<file path="src/rtl/nlfc_pkg.sv">
// ----------------------------------------------------------------------------
// nlfc_pkg
// Shared types and constants of the NMEA line framer and checksum checker.
// ----------------------------------------------------------------------------
package nlfc_pkg;

	localparam int COUNT_BITS      = 10;
	localparam int OVERFLOW_FACTOR = 4;
	localparam int CMP_W           = COUNT_BITS + 4;

	localparam logic [7:0] MIN_LINE      = 8'd16;
	localparam logic [7:0] RESET_MAX_LEN = 8'd82;

	localparam int QUEUE_DEPTH = 4;
	localparam int QPTR_W      = $clog2(QUEUE_DEPTH);

	localparam logic [7:0] CH_NL     = 8'h0A;
	localparam logic [7:0] CH_DOLLAR = 8'h24;
	localparam logic [7:0] CH_STAR   = 8'h2A;
	localparam logic [7:0] CH_SPACE  = 8'h20;

	typedef enum logic [2:0] {
		ST_OK       = 3'd0,
		ST_NO_STAR  = 3'd1,
		ST_BAD_LEN  = 3'd2,
		ST_NON_HEX  = 3'd3,
		ST_MISMATCH = 3'd4
	} status_t;

	// classified byte handed from front to back
	typedef struct packed {
		logic [7:0] data;
		logic       is_nl;
		logic       is_dollar;
		logic       is_star;
		logic       is_blank;
		logic       hex_ok;
		logic [3:0] nibble;
	} item_t;

endpackage

</file>
<file path="src/rtl/nmea_line_framer_checksum.sv">
// ----------------------------------------------------------------------------
// nmea_line_framer_checksum
// Frames NMEA sentences from a byte stream and checks their checksum.
// ----------------------------------------------------------------------------
//  channel  | handshake           | payload
//  ---------+---------------------+------------------------------------------
//  input    | in_valid / in_stall | rx_byte
//  output   | out_valid/out_stall | status, computed_checksum,
//           |                     | received_checksum, sentence_length
//  config   | cfg_we              | cfg_wdata (max_line_length)
//
// One byte per cycle sustained while in_stall and out_stall stay low. A byte
// passes the classifier, waits in the 4-word queue and is consumed by the
// line engine; a result shows in the output register the cycle after the
// engine takes its newline. in_stall rises only when the queue is full; the
// line engine stops while a result is held by out_stall. Reset clears the
// queue and the line state and sets max_line_length to 82.
module nmea_line_framer_checksum (
	input  logic       clk,
	input  logic       arst_n,
	input  logic       cfg_we,
	input  logic [7:0] cfg_wdata,
	input  logic       in_valid,
	output logic       in_stall,
	input  logic [7:0] rx_byte,
	output logic       out_valid,
	input  logic       out_stall,
	output logic [2:0] status,
	output logic [7:0] computed_checksum,
	output logic [7:0] received_checksum,
	output logic [7:0] sentence_length
);
	import nlfc_pkg::*;

	logic  push;
	item_t push_item;
	logic  pop;
	logic  q_full;
	logic  q_not_empty;
	item_t q_head;

	nlfc_front u_front (
		.in_valid  (in_valid),
		.in_stall  (in_stall),
		.rx_byte   (rx_byte),
		.q_full    (q_full),
		.push      (push),
		.push_item (push_item)
	);

	nlfc_queue u_queue (
		.clk       (clk),
		.arst_n    (arst_n),
		.push      (push),
		.push_item (push_item),
		.pop       (pop),
		.full      (q_full),
		.not_empty (q_not_empty),
		.head      (q_head)
	);

	nlfc_back u_back (
		.clk               (clk),
		.arst_n            (arst_n),
		.cfg_we            (cfg_we),
		.cfg_wdata         (cfg_wdata),
		.q_not_empty       (q_not_empty),
		.q_head            (q_head),
		.pop               (pop),
		.out_valid         (out_valid),
		.out_stall         (out_stall),
		.status            (status),
		.computed_checksum (computed_checksum),
		.received_checksum (received_checksum),
		.sentence_length   (sentence_length)
	);

endmodule

</file>
<file path="src/rtl/nlfc_front.sv">
// ----------------------------------------------------------------------------
// nlfc_front
// Input side: accepts bytes and tags them as newline, dollar, star, blank
// or hex digit before they enter the queue.
// ----------------------------------------------------------------------------
module nlfc_front (
	input  logic           in_valid,
	output logic           in_stall,
	input  logic [7:0]     rx_byte,
	input  logic           q_full,
	output logic           push,
	output nlfc_pkg::item_t push_item
);
	import nlfc_pkg::*;

	assign in_stall = q_full;
	assign push     = in_valid && !q_full;

	always_comb begin
		push_item.data      = rx_byte;
		push_item.is_nl     = (rx_byte == CH_NL);
		push_item.is_dollar = (rx_byte == CH_DOLLAR);
		push_item.is_star   = (rx_byte == CH_STAR);
		push_item.is_blank  = (rx_byte == CH_SPACE) || (rx_byte inside {[8'h09:8'h0D]});
		push_item.hex_ok    = 1'b1;
		push_item.nibble    = 4'd0;
		if (rx_byte inside {[8'h30:8'h39]}) begin
			push_item.nibble = rx_byte[3:0];
		end else if (rx_byte inside {[8'h41:8'h46], [8'h61:8'h66]}) begin
			push_item.nibble = 4'(rx_byte[3:0] + 4'd9);
		end else begin
			push_item.hex_ok = 1'b0;
		end
	end

endmodule

</file>
<file path="src/rtl/nlfc_queue.sv">
// ----------------------------------------------------------------------------
// nlfc_queue
// Short register queue between front and back.
// ----------------------------------------------------------------------------
module nlfc_queue (
	input  logic            clk,
	input  logic            arst_n,
	input  logic            push,
	input  nlfc_pkg::item_t push_item,
	input  logic            pop,
	output logic            full,
	output logic            not_empty,
	output nlfc_pkg::item_t head
);
	import nlfc_pkg::*;

	item_t             mem_q [QUEUE_DEPTH];
	logic [QPTR_W-1:0] wr_ptr_q;
	logic [QPTR_W-1:0] rd_ptr_q;
	logic [QPTR_W:0]   cnt_q;

	assign full      = (cnt_q == (QPTR_W+1)'(QUEUE_DEPTH));
	assign not_empty = (cnt_q != '0);
	assign head      = mem_q[rd_ptr_q];

	always_ff @(posedge clk) begin
		if (push) begin
			mem_q[wr_ptr_q] <= push_item;
		end
	end

	always_ff @(posedge clk or negedge arst_n) begin
		if (!arst_n) begin
			wr_ptr_q <= '0;
			rd_ptr_q <= '0;
			cnt_q    <= '0;
		end else begin
			if (push) begin
				wr_ptr_q <= wr_ptr_q + QPTR_W'(1);
			end
			if (pop) begin
				rd_ptr_q <= rd_ptr_q + QPTR_W'(1);
			end
			if (push && !pop) begin
				cnt_q <= cnt_q + (QPTR_W+1)'(1);
			end else if (pop && !push) begin
				cnt_q <= cnt_q - (QPTR_W+1)'(1);
			end
		end
	end

endmodule

</file>
<file path="src/rtl/nlfc_back.sv">
// ----------------------------------------------------------------------------
// nlfc_back
// Line engine: tracks XOR, lengths and the star position of a sentence and
// on newline loads a status word into the output register if not too long.
// ----------------------------------------------------------------------------
module nlfc_back (
	input  logic            clk,
	input  logic            arst_n,
	input  logic            cfg_we,
	input  logic [7:0]      cfg_wdata,
	input  logic            q_not_empty,
	input  nlfc_pkg::item_t q_head,
	output logic            pop,
	output logic            out_valid,
	input  logic            out_stall,
	output logic [2:0]      status,
	output logic [7:0]      computed_checksum,
	output logic [7:0]      received_checksum,
	output logic [7:0]      sentence_length
);
	import nlfc_pkg::*;

	typedef enum logic [1:0] {
		HUNT = 2'b01,
		LINE = 2'b10
	} phase_t;

	typedef struct packed {
		logic       ok;
		logic [3:0] nib;
	} digit_t;

	phase_t                phase_q;
	logic [7:0]            max_len_q;
	logic [7:0]            xor_q;
	logic [COUNT_BITS-1:0] count_q;
	logic [COUNT_BITS-1:0] trim_q;
	logic [COUNT_BITS-1:0] star_idx_q;
	logic                  star_q;
	digit_t                dig1_q;
	digit_t                dig2_q;

	logic                  out_valid_q;
	logic [2:0]            status_q;
	logic [7:0]            comp_q;
	logic [7:0]            recv_q;
	logic [7:0]            len_q;

	logic [7:0]            eff_max;
	logic [CMP_W-1:0]      limit;
	logic [CMP_W-1:0]      cnt_inc;
	logic                  ovf;
	logic                  too_long;
	logic [2:0]            res_status;
	logic [7:0]            res_comp;
	logic [7:0]            res_recv;

	assign pop       = q_not_empty && (!out_valid_q || !out_stall);
	assign out_valid = out_valid_q;
	assign status            = status_q;
	assign computed_checksum = comp_q;
	assign received_checksum = recv_q;
	assign sentence_length   = len_q;

	assign eff_max  = (max_len_q < MIN_LINE) ? MIN_LINE : max_len_q;
	assign limit    = CMP_W'(eff_max) * CMP_W'(OVERFLOW_FACTOR);
	assign cnt_inc  = CMP_W'(count_q) + CMP_W'(1);
	assign ovf      = (count_q == {COUNT_BITS{1'b1}}) || (cnt_inc > limit);
	assign too_long = CMP_W'(trim_q) > CMP_W'(eff_max);

	always_comb begin
		res_status = ST_OK;
		res_comp   = 8'd0;
		res_recv   = 8'd0;
		if (!star_q) begin
			res_status = ST_NO_STAR;
		end else if (CMP_W'(star_idx_q) + CMP_W'(3) != CMP_W'(trim_q)) begin
			res_status = ST_BAD_LEN;
		end else if (!dig1_q.ok || !dig2_q.ok) begin
			res_status = ST_NON_HEX;
		end else begin
			res_recv   = {dig1_q.nib, dig2_q.nib};
			res_comp   = xor_q;
			res_status = (xor_q == {dig1_q.nib, dig2_q.nib}) ? ST_OK : ST_MISMATCH;
		end
	end

	always_ff @(posedge clk or negedge arst_n) begin
		if (!arst_n) begin
			max_len_q <= RESET_MAX_LEN;
		end else if (cfg_we) begin
			max_len_q <= cfg_wdata;
		end
	end

	always_ff @(posedge clk or negedge arst_n) begin
		if (!arst_n) begin
			phase_q     <= HUNT;
			xor_q       <= '0;
			count_q     <= '0;
			trim_q      <= '0;
			star_idx_q  <= '0;
			star_q      <= 1'b0;
			dig1_q      <= '0;
			dig2_q      <= '0;
			out_valid_q <= 1'b0;
			status_q    <= ST_OK;
			comp_q      <= '0;
			recv_q      <= '0;
			len_q       <= '0;
		end else begin
			if (out_valid_q && !out_stall) begin
				out_valid_q <= 1'b0;
			end
			if (pop) begin
				case (phase_q)
					HUNT: begin
						if (q_head.is_dollar) begin
							phase_q    <= LINE;
							xor_q      <= '0;
							count_q    <= COUNT_BITS'(1);
							trim_q     <= COUNT_BITS'(1);
							star_idx_q <= '0;
							star_q     <= 1'b0;
							dig1_q     <= '0;
							dig2_q     <= '0;
						end
					end
					LINE: begin
						if (q_head.is_nl) begin
							phase_q <= HUNT;
							if (!too_long) begin
								out_valid_q <= 1'b1;
								status_q    <= res_status;
								comp_q      <= res_comp;
								recv_q      <= res_recv;
								len_q       <= trim_q[7:0];
							end
						end else if (ovf) begin
							// runaway line: give up and hunt
							phase_q <= HUNT;
						end else begin
							count_q <= cnt_inc[COUNT_BITS-1:0];
							if (!star_q) begin
								if (q_head.is_star) begin
									star_q     <= 1'b1;
									star_idx_q <= count_q;
								end else begin
									xor_q <= xor_q ^ q_head.data;
								end
							end else if (CMP_W'(count_q) == CMP_W'(star_idx_q) + CMP_W'(1)) begin
								dig1_q <= '{ok: q_head.hex_ok, nib: q_head.nibble};
							end else if (CMP_W'(count_q) == CMP_W'(star_idx_q) + CMP_W'(2)) begin
								dig2_q <= '{ok: q_head.hex_ok, nib: q_head.nibble};
							end
							if (!q_head.is_blank) begin
								trim_q <= cnt_inc[COUNT_BITS-1:0];
							end
						end
					end
					default: begin
						phase_q <= HUNT;
					end
				endcase
			end
		end
	end

endmodule

</file>
<file path="config.mk">
export PLATFORM = sky130hd
export DESIGN_NAME = nmea_line_framer_checksum
export DESIGN_NICKNAME = d
export VERILOG_FILES = /design/src/rtl/nlfc_pkg.sv /design/src/rtl/nmea_line_framer_checksum.sv /design/src/rtl/nlfc_front.sv /design/src/rtl/nlfc_queue.sv /design/src/rtl/nlfc_back.sv
export SDC_FILE = /design/constraint.sdc
export NUM_CORES = 1
export LEC_CHECK = 0
export BUFFER_PORTS_ARGS = -buffer_cell sky130_fd_sc_hd__buf_4
export CORE_ASPECT_RATIO = 0.9
export CORE_MARGIN = 2
export CORE_UTILIZATION = 40
export CTS_BUF_LIST = sky130_fd_sc_hd__clkbuf_4
export DETAILED_ROUTE_END_ITERATION = 8
export SYNTH_ARGS = -nofsm -noshare
export SYNTH_HDL_FRONTEND = slang
export SYNTH_SLANG_ARGS = --single-unit
export TNS_END_PERCENT = 5
</file>
<file path="constraint.sdc">
create_clock -name clk -period 5.6 [get_ports clk]
set_input_delay 0.28 -clock clk [delete_from_list [all_inputs] [get_ports clk]]
set_output_delay 0.28 -clock clk [all_outputs]
set_load 0.01 [all_outputs]
</file>
# Word-level counts from Yosys, hierarchy flattened
# Memories as Yosys holds them, arrays and structs flattened.
# Cells that the tools add are included.
# op_classes
addsub	9
mul	0
div_mod_pow	0
n_lt_le_gt_ge	11
eq_ne	24
shift	0
mux	66
n_bitwise	2
n_reduce_logical	32
# ops
op	count
$mux W10	11
$mux W8	12
$pmux W10 S2	3
$mux W5	10
$eq A10 B14 Y1	2
$eq A8 B6 Y1 const B	3
$add A10 B1 Y11 const B	2
$add A10 B2 Y11 const B	2
$reduce_and A7 Y1	3
$pmux W5 S2	2
$mux W3	6
$ge A8 B7 Y1 const B	2
$le A8 B7 Y1 const B	2
$ne A2 B2 Y1 const B	8
$pmux W8 S2	1
$gt A14 B10 Y1	1
$mux W1	14
$ne A14 B10 Y1	1
$eq A10 B10 Y1 const B	1
$gt A10 B8 Y1	1
$logic_and A1 B1 Y1	9
$eq A8 B4 Y1 const B	1
$eq A8 B8 Y1	1
$ge A8 B4 Y1 const B	1
other kinds (28)	45
# totals
ff_bits	94
latchBits	0
ram_bits	68
romBits	0
inputBits	21
out_inout_bits	29
wordCells	164
mem_count	1
# memory_table
name	words	word_bits	read_ports	rd_clocked_by_memory_dff	write_ports	line	source
u_queue.mem_q	4	17	1	0	1	nlfc_queue.sv:17	item_t mem_q [QUEUE_DEPTH];

# Longest topological paths before layout
# depth
ltp_word	8
ltp_mapped	15
ltp_nobuf	13

# Hierarchy
# Synthesis repeated with hierarchy kept, for this count alone.
# hier_totals
cells_unflattened	777
hier_area_um2	8851.0
# modules_own_cells
mod	n_inst	cells_per_inst	area_per_inst_um2
nlfc_back	1	601	5596.6
nlfc_queue	1	123	2891.5
nlfc_front	1	53	362.8

# Worst setup path after synthesis
# Ideal clock, no wire load.
# synth_timing
kind	flip-flop to flip-flop
from	reg u_back.count_q[1]
to	reg u_back.trim_q[9]
setup_time_ps	132
arrival_ps	3112
setup_slack_ps	2356
path_stages_with_launch	15
path_buffers	2
synth_period_minus_slack_ps	3244
path_cell_list	dfrtp_1 -> ha_1 -> and3_1 -> and3_2 -> nand3_1 -> xnor2_1 -> ha_1 -> a21oi_1 -> a21boi_0 -> o31a_1 -> or4_1 -> clkbuf_1 -> clkbuf_1 -> nand3_1 -> o21ai_0
# synth_between
elab_chain_cells	5
# synth_lines
element	line	source
start: declaration	nlfc_back.sv:36	logic [COUNT_BITS-1:0] count_q;
start signal: assignment	nlfc_back.sv:143	count_q <= cnt_inc[COUNT_BITS-1:0];
$add A10 B1 Y11	nlfc_back.sv:67	assign cnt_inc = CMP_W'(count_q) + CMP_W'(1);
$gt A14 B10 Y1 / $mux W10 (equally long branches)	nlfc_back.sv:68, nlfc_back.sv:156	
$logic_or A1 B1 Y1 / $mux W10 (equally long branches)	nlfc_back.sv:68, nlfc_back.sv:139	
$ne A2 B2 Y1 (no line) / $mux W10 (equally long branches)	n/a	
$reduce_and A6 Y1 (no line) / $pmux W10 S2 (equally long branches)	n/a	
end signal: assignment	nlfc_back.sv:157	trim_q <= cnt_inc[COUNT_BITS-1:0];
end: declaration	nlfc_back.sv:37	logic [COUNT_BITS-1:0] trim_q;
# Parallel ways exist; a longest one is shown, timed or not. The select of a mux whose other input is x is not followed.
# A chain may end at the register's enable or synchronous reset.

# Worst setup path after layout
# layout_timing
from	reg u_back.count_q[0]
to	reg u_back.trim_q[4]
# The elaborated chain is that of the path after synthesis.

==> summary.md <==
| Metric | Value |
|---|---|
| Area grow syn2layout | 13.6% |
| Normalized max-slew margin | roughly 37% |
| Setup TNS | 0 ns |
| FP Rows | 49 |
| Worst setup path startpoint | u_back.count_q[0] |
| Tcrit/Tclk final | 66.0% |
| Max-cap violations | 0 |
| Crit path DAT | 4.16 ns |
| Fin crit period | between 3 and 4 ns |
| Fill cell count | 1,800 |
| Clk Latency, worst-skew pair | 0.56 ns |
| Die W | 154 um |
| Initial antenna violation count | 1 |
| Async S/R FF share, synth | 58.0% |
| Int Pwr | 2.02 mW |
| Syn nets | 719 |
| Drt drc | 0 |
| Buffer levels on the longest clock path | 2 |
| Outcome | complete, no violations |
| Adder-Cell Fraction of Synth Area | 5.01% |
| CTS tree | done |
| Mean Syn Cell Area | ~12 um^2 |
| Count of final setup violators | 0 |
| Max IR drop VDD | 0.000236 V |
| Leak | 3.98 nW |
| Pwr/cell area | 330 nW/um^2 |
| Worst Tran Pin Value | 0.942 ns |
| Vias per cell | 5.58 |
| Seq/Total Area, Yosys | a little over half |
| Sequential Power Share | approximately half |
| Critical R2R Launch | u_back.count_q[0] |
| Skew final | 0.0224 ns |
| Vias in the first global route | 5,637 |
| Mapped Cells | 666 |
| Count leader, synth | dfrtp_1 |
| Cell taking the most area after synthesis | dfrtp_1 |
| CTS sink count | 162 |
| Overall Global Routing Usage | 18.4% |
| Die area | 21,500 um^2 |
| Seq cells post-synth | 162 |
| CP Capture Type | register |
| DRT Wirelength | 19,000 um |
| Synth Area in XOR/XNOR | 5.79% |
| Mapped Area | 8150 um^2 |
| Final nets | 775 |
| DRT iter0 DRCs | 364 |
| Post-synth top area share | between 20 and 30% |
| Fin cells | 991 |
| Clk root buf | clkbuf_4 |
| NetSw | slightly above 1 mW |
| Startpoint types | register |
| Top cells by area, synth | dfrtp_1 28%, edfxtp_1 25%, ha_1 4.8% |
| Largest family of logic cells by synthesized area | simple AND/OR/NAND/NOR gates |
| Die height | ~140 um |
| Io pins | 50 |
| Compound-Gate Fraction of Synth Area | 10.2% |
| Switching share of power | 33.9% |
| Min-Delay Path Class | in2reg |
| First-pass GRT wire length | just over 30,000 um |
| Unrepaired setup endpoints after global routing | no |
| Largest net degree at the start of global routing | 72 |
| Most common library cells after synthesis | 90 x dfrtp_1, 68 x edfxtp_1, 38 x nand2_1, 38 x nand3_1, 37 x a22o_1 |
| Synth Flop Type | dfrtp_1 |
| Logic gate share of total power | 24.8% |
| CTS Buf Count | 17 |
| Post-synth EDFFs | slightly below 70 |
| Worst Setup Path Type | reg2reg |
| Slew Viols, Final | 0 |
| HPWL Detailed | approximately 13,000 um |
| Layout cells sized above 1 | between 10% and 20% |
| Warnings from Yosys | 0 |
| CP Data Required Time | 6.07 ns |
| Final hold vios | 0 |
| F_max | 271 MHz |
| Routed Antenna Nets | 0 |
| DR WL/cell | slightly below 20 um |
| Clock-pin slew on the worst setup and hold paths | roughly 0.16 ns |
| Initial core utilization | 40.8% |
| Placed cells | 935 |
| Total gr overflow | 0 |
| Core box area | ~20,000 um^2 |
| Total design power | 3.05 mW |
| 1st-pass router iterations | 4 |
| Via count | 5,532 |
| Hold Path Origin | cfg_we |
| PortBufs | 49 |
| Final hold slack | 0.0594 ns |
| Simple-gate share of the synthesized area | about an eighth |
| Crit Path Max Fanout | 16 |
| Mux share of post-synthesis cell area | about 8.7% |
| Placer Congestion | 0.909 |
| Power share of the clock group | between 20% and 30% |
| Worst setup margin | 1.91 ns |
| H-tree levels | 4 |
| Cell variety after synth | 65 |
| Worst slack, placed | 1.87 ns |
per-layer routing:
layer  GRT usage [%]  part of all wire, %  up-vias  wire length [um]
met5               0                    0        -                 0
met1            26.4                   48     2772              9230
li1                -                    -     2604                 -
met4            6.24                  1.7        0               329
met2            28.1                   45      137              8660
met3            3.86                  4.3       19               825
placed cells by master, fill, tap and decap left out, drive strengths merged, types with 13 or more instances in the layout:
master       netlist  layout
nor2              30      30
nand2             38      38
edfxtp            68      68
inv               22      29
nand4             15      15
clkbuf            29      17
ha                31      31
dlygate4sd3        0      23
a21oi             13      13
xor2              24      24
o21ai             22      22
nand3             39      39
dfrtp             90      90
mux2              19      19
xnor2             29      29
buf               11      54
mux4              17      17
a22o              39      39
power groups by stage:
stage / logic [mW] / registers (mW) / clock network (mW)
floorplan: 0.585 / 1.48 / 0
global placement: 0.737 / 1.55 / 0
detailed placement: 0.754 / 1.56 / 0
CTS: 0.770 / 1.54 / 0.782
global route: 0.840 / 1.56 / 0.831
finish: 0.759 / 1.54 / 0.761
repair_timing:
item | CTS | global route
hold buffers | 23 | 0
gates resized for setup | 0 | 0
hold endpoints to repair | 64 | 0
setup buffers | 0 | 0
critical path: stages (launching register included):
cell and delay (ns):
dfrtp_1 0.51, ha_1 0.29, and3_1 0.25, and3_2 0.22, nand3_1 0.09, xnor2_1 0.26
ha_1 0.31, a21oi_1 0.12, a21boi_0 0.13, o31a_1 0.33, or4_1 0.76, a32o_1 0.35
worst paths after layout:
check | slack [ns] | end | cells past startpoint
min | 0.06 | u_back.max_len_q[1] | 2
min in group asynchronous | 0.14 | u_back.max_len_q[3] | 2
max | 1.91 | u_back.trim_q[4] | 11
max in group asynchronous | 4.20 | u_back.star_idx_q[7] | 3
max reg2reg | 1.91 | u_back.trim_q[4] | 11
min reg2reg | 0.51 | u_queue.cnt_q[2] | 1
registers in the layout, indices dropped and copies added, names as in the netlist:
name and count:
u_queue.rd_ptr_q 2, u_back.sentence_length 8, u_back.received_checksum 8, u_queue.cnt_q 3, u_back.trim_q 10, u_back.computed_checksum 8, u_back.out_valid 1, u_back.xor_q 8
u_back.max_len_q 8, u_back.star_q 1, u_back.dig1_q 5, u_queue.mem_q 68, u_queue.wr_ptr_q 2, u_back.phase_q 2, u_back.count_q 10, u_back.dig2_q 5
u_back.status 3, u_back.star_idx_q 10
area by class of cell:
type / count / area, um^2 / area share (%)
flip-flops and latches: 162 / 4400 / 47.5
multi-input cells: 442 / 3500 / 37.8
repair buffers: 77 / 636 / 6.86
well taps: 255 / 319 / 3.45
clock inverters: 15 / 193 / 2.08
clock buffers: 17 / 128 / 1.38
inverters: 22 / 82.6 / 0.892
diodes: 1 / 2.50 / 0.0270
stage by stage:
stage	utilization [%]	instance area [um^2]
3_3_place_gp	43.6	8710
5_1_grt	46.3	9260
6_report	46.3	9260
2_1_floorplan	-	8150
4_1_cts	46.3	9260
3_5_place_dp	43.6	8710
cells by family (layout without fill, tap and decap cells):
kind of cell | Yosys count | count (layout)
other | 0 | 1
AOI/OAI and AO/OA | 113 | 113
and+or+nand+nor | 197 | 197
xor gates and xnor gates | 53 | 53
muxes | 47 | 47
DFF | 162 | 162
adders and majority gates | 32 | 32
buffers and inverters | 62 | 131
No activity file was read; power rests on OpenSTA's default activity.
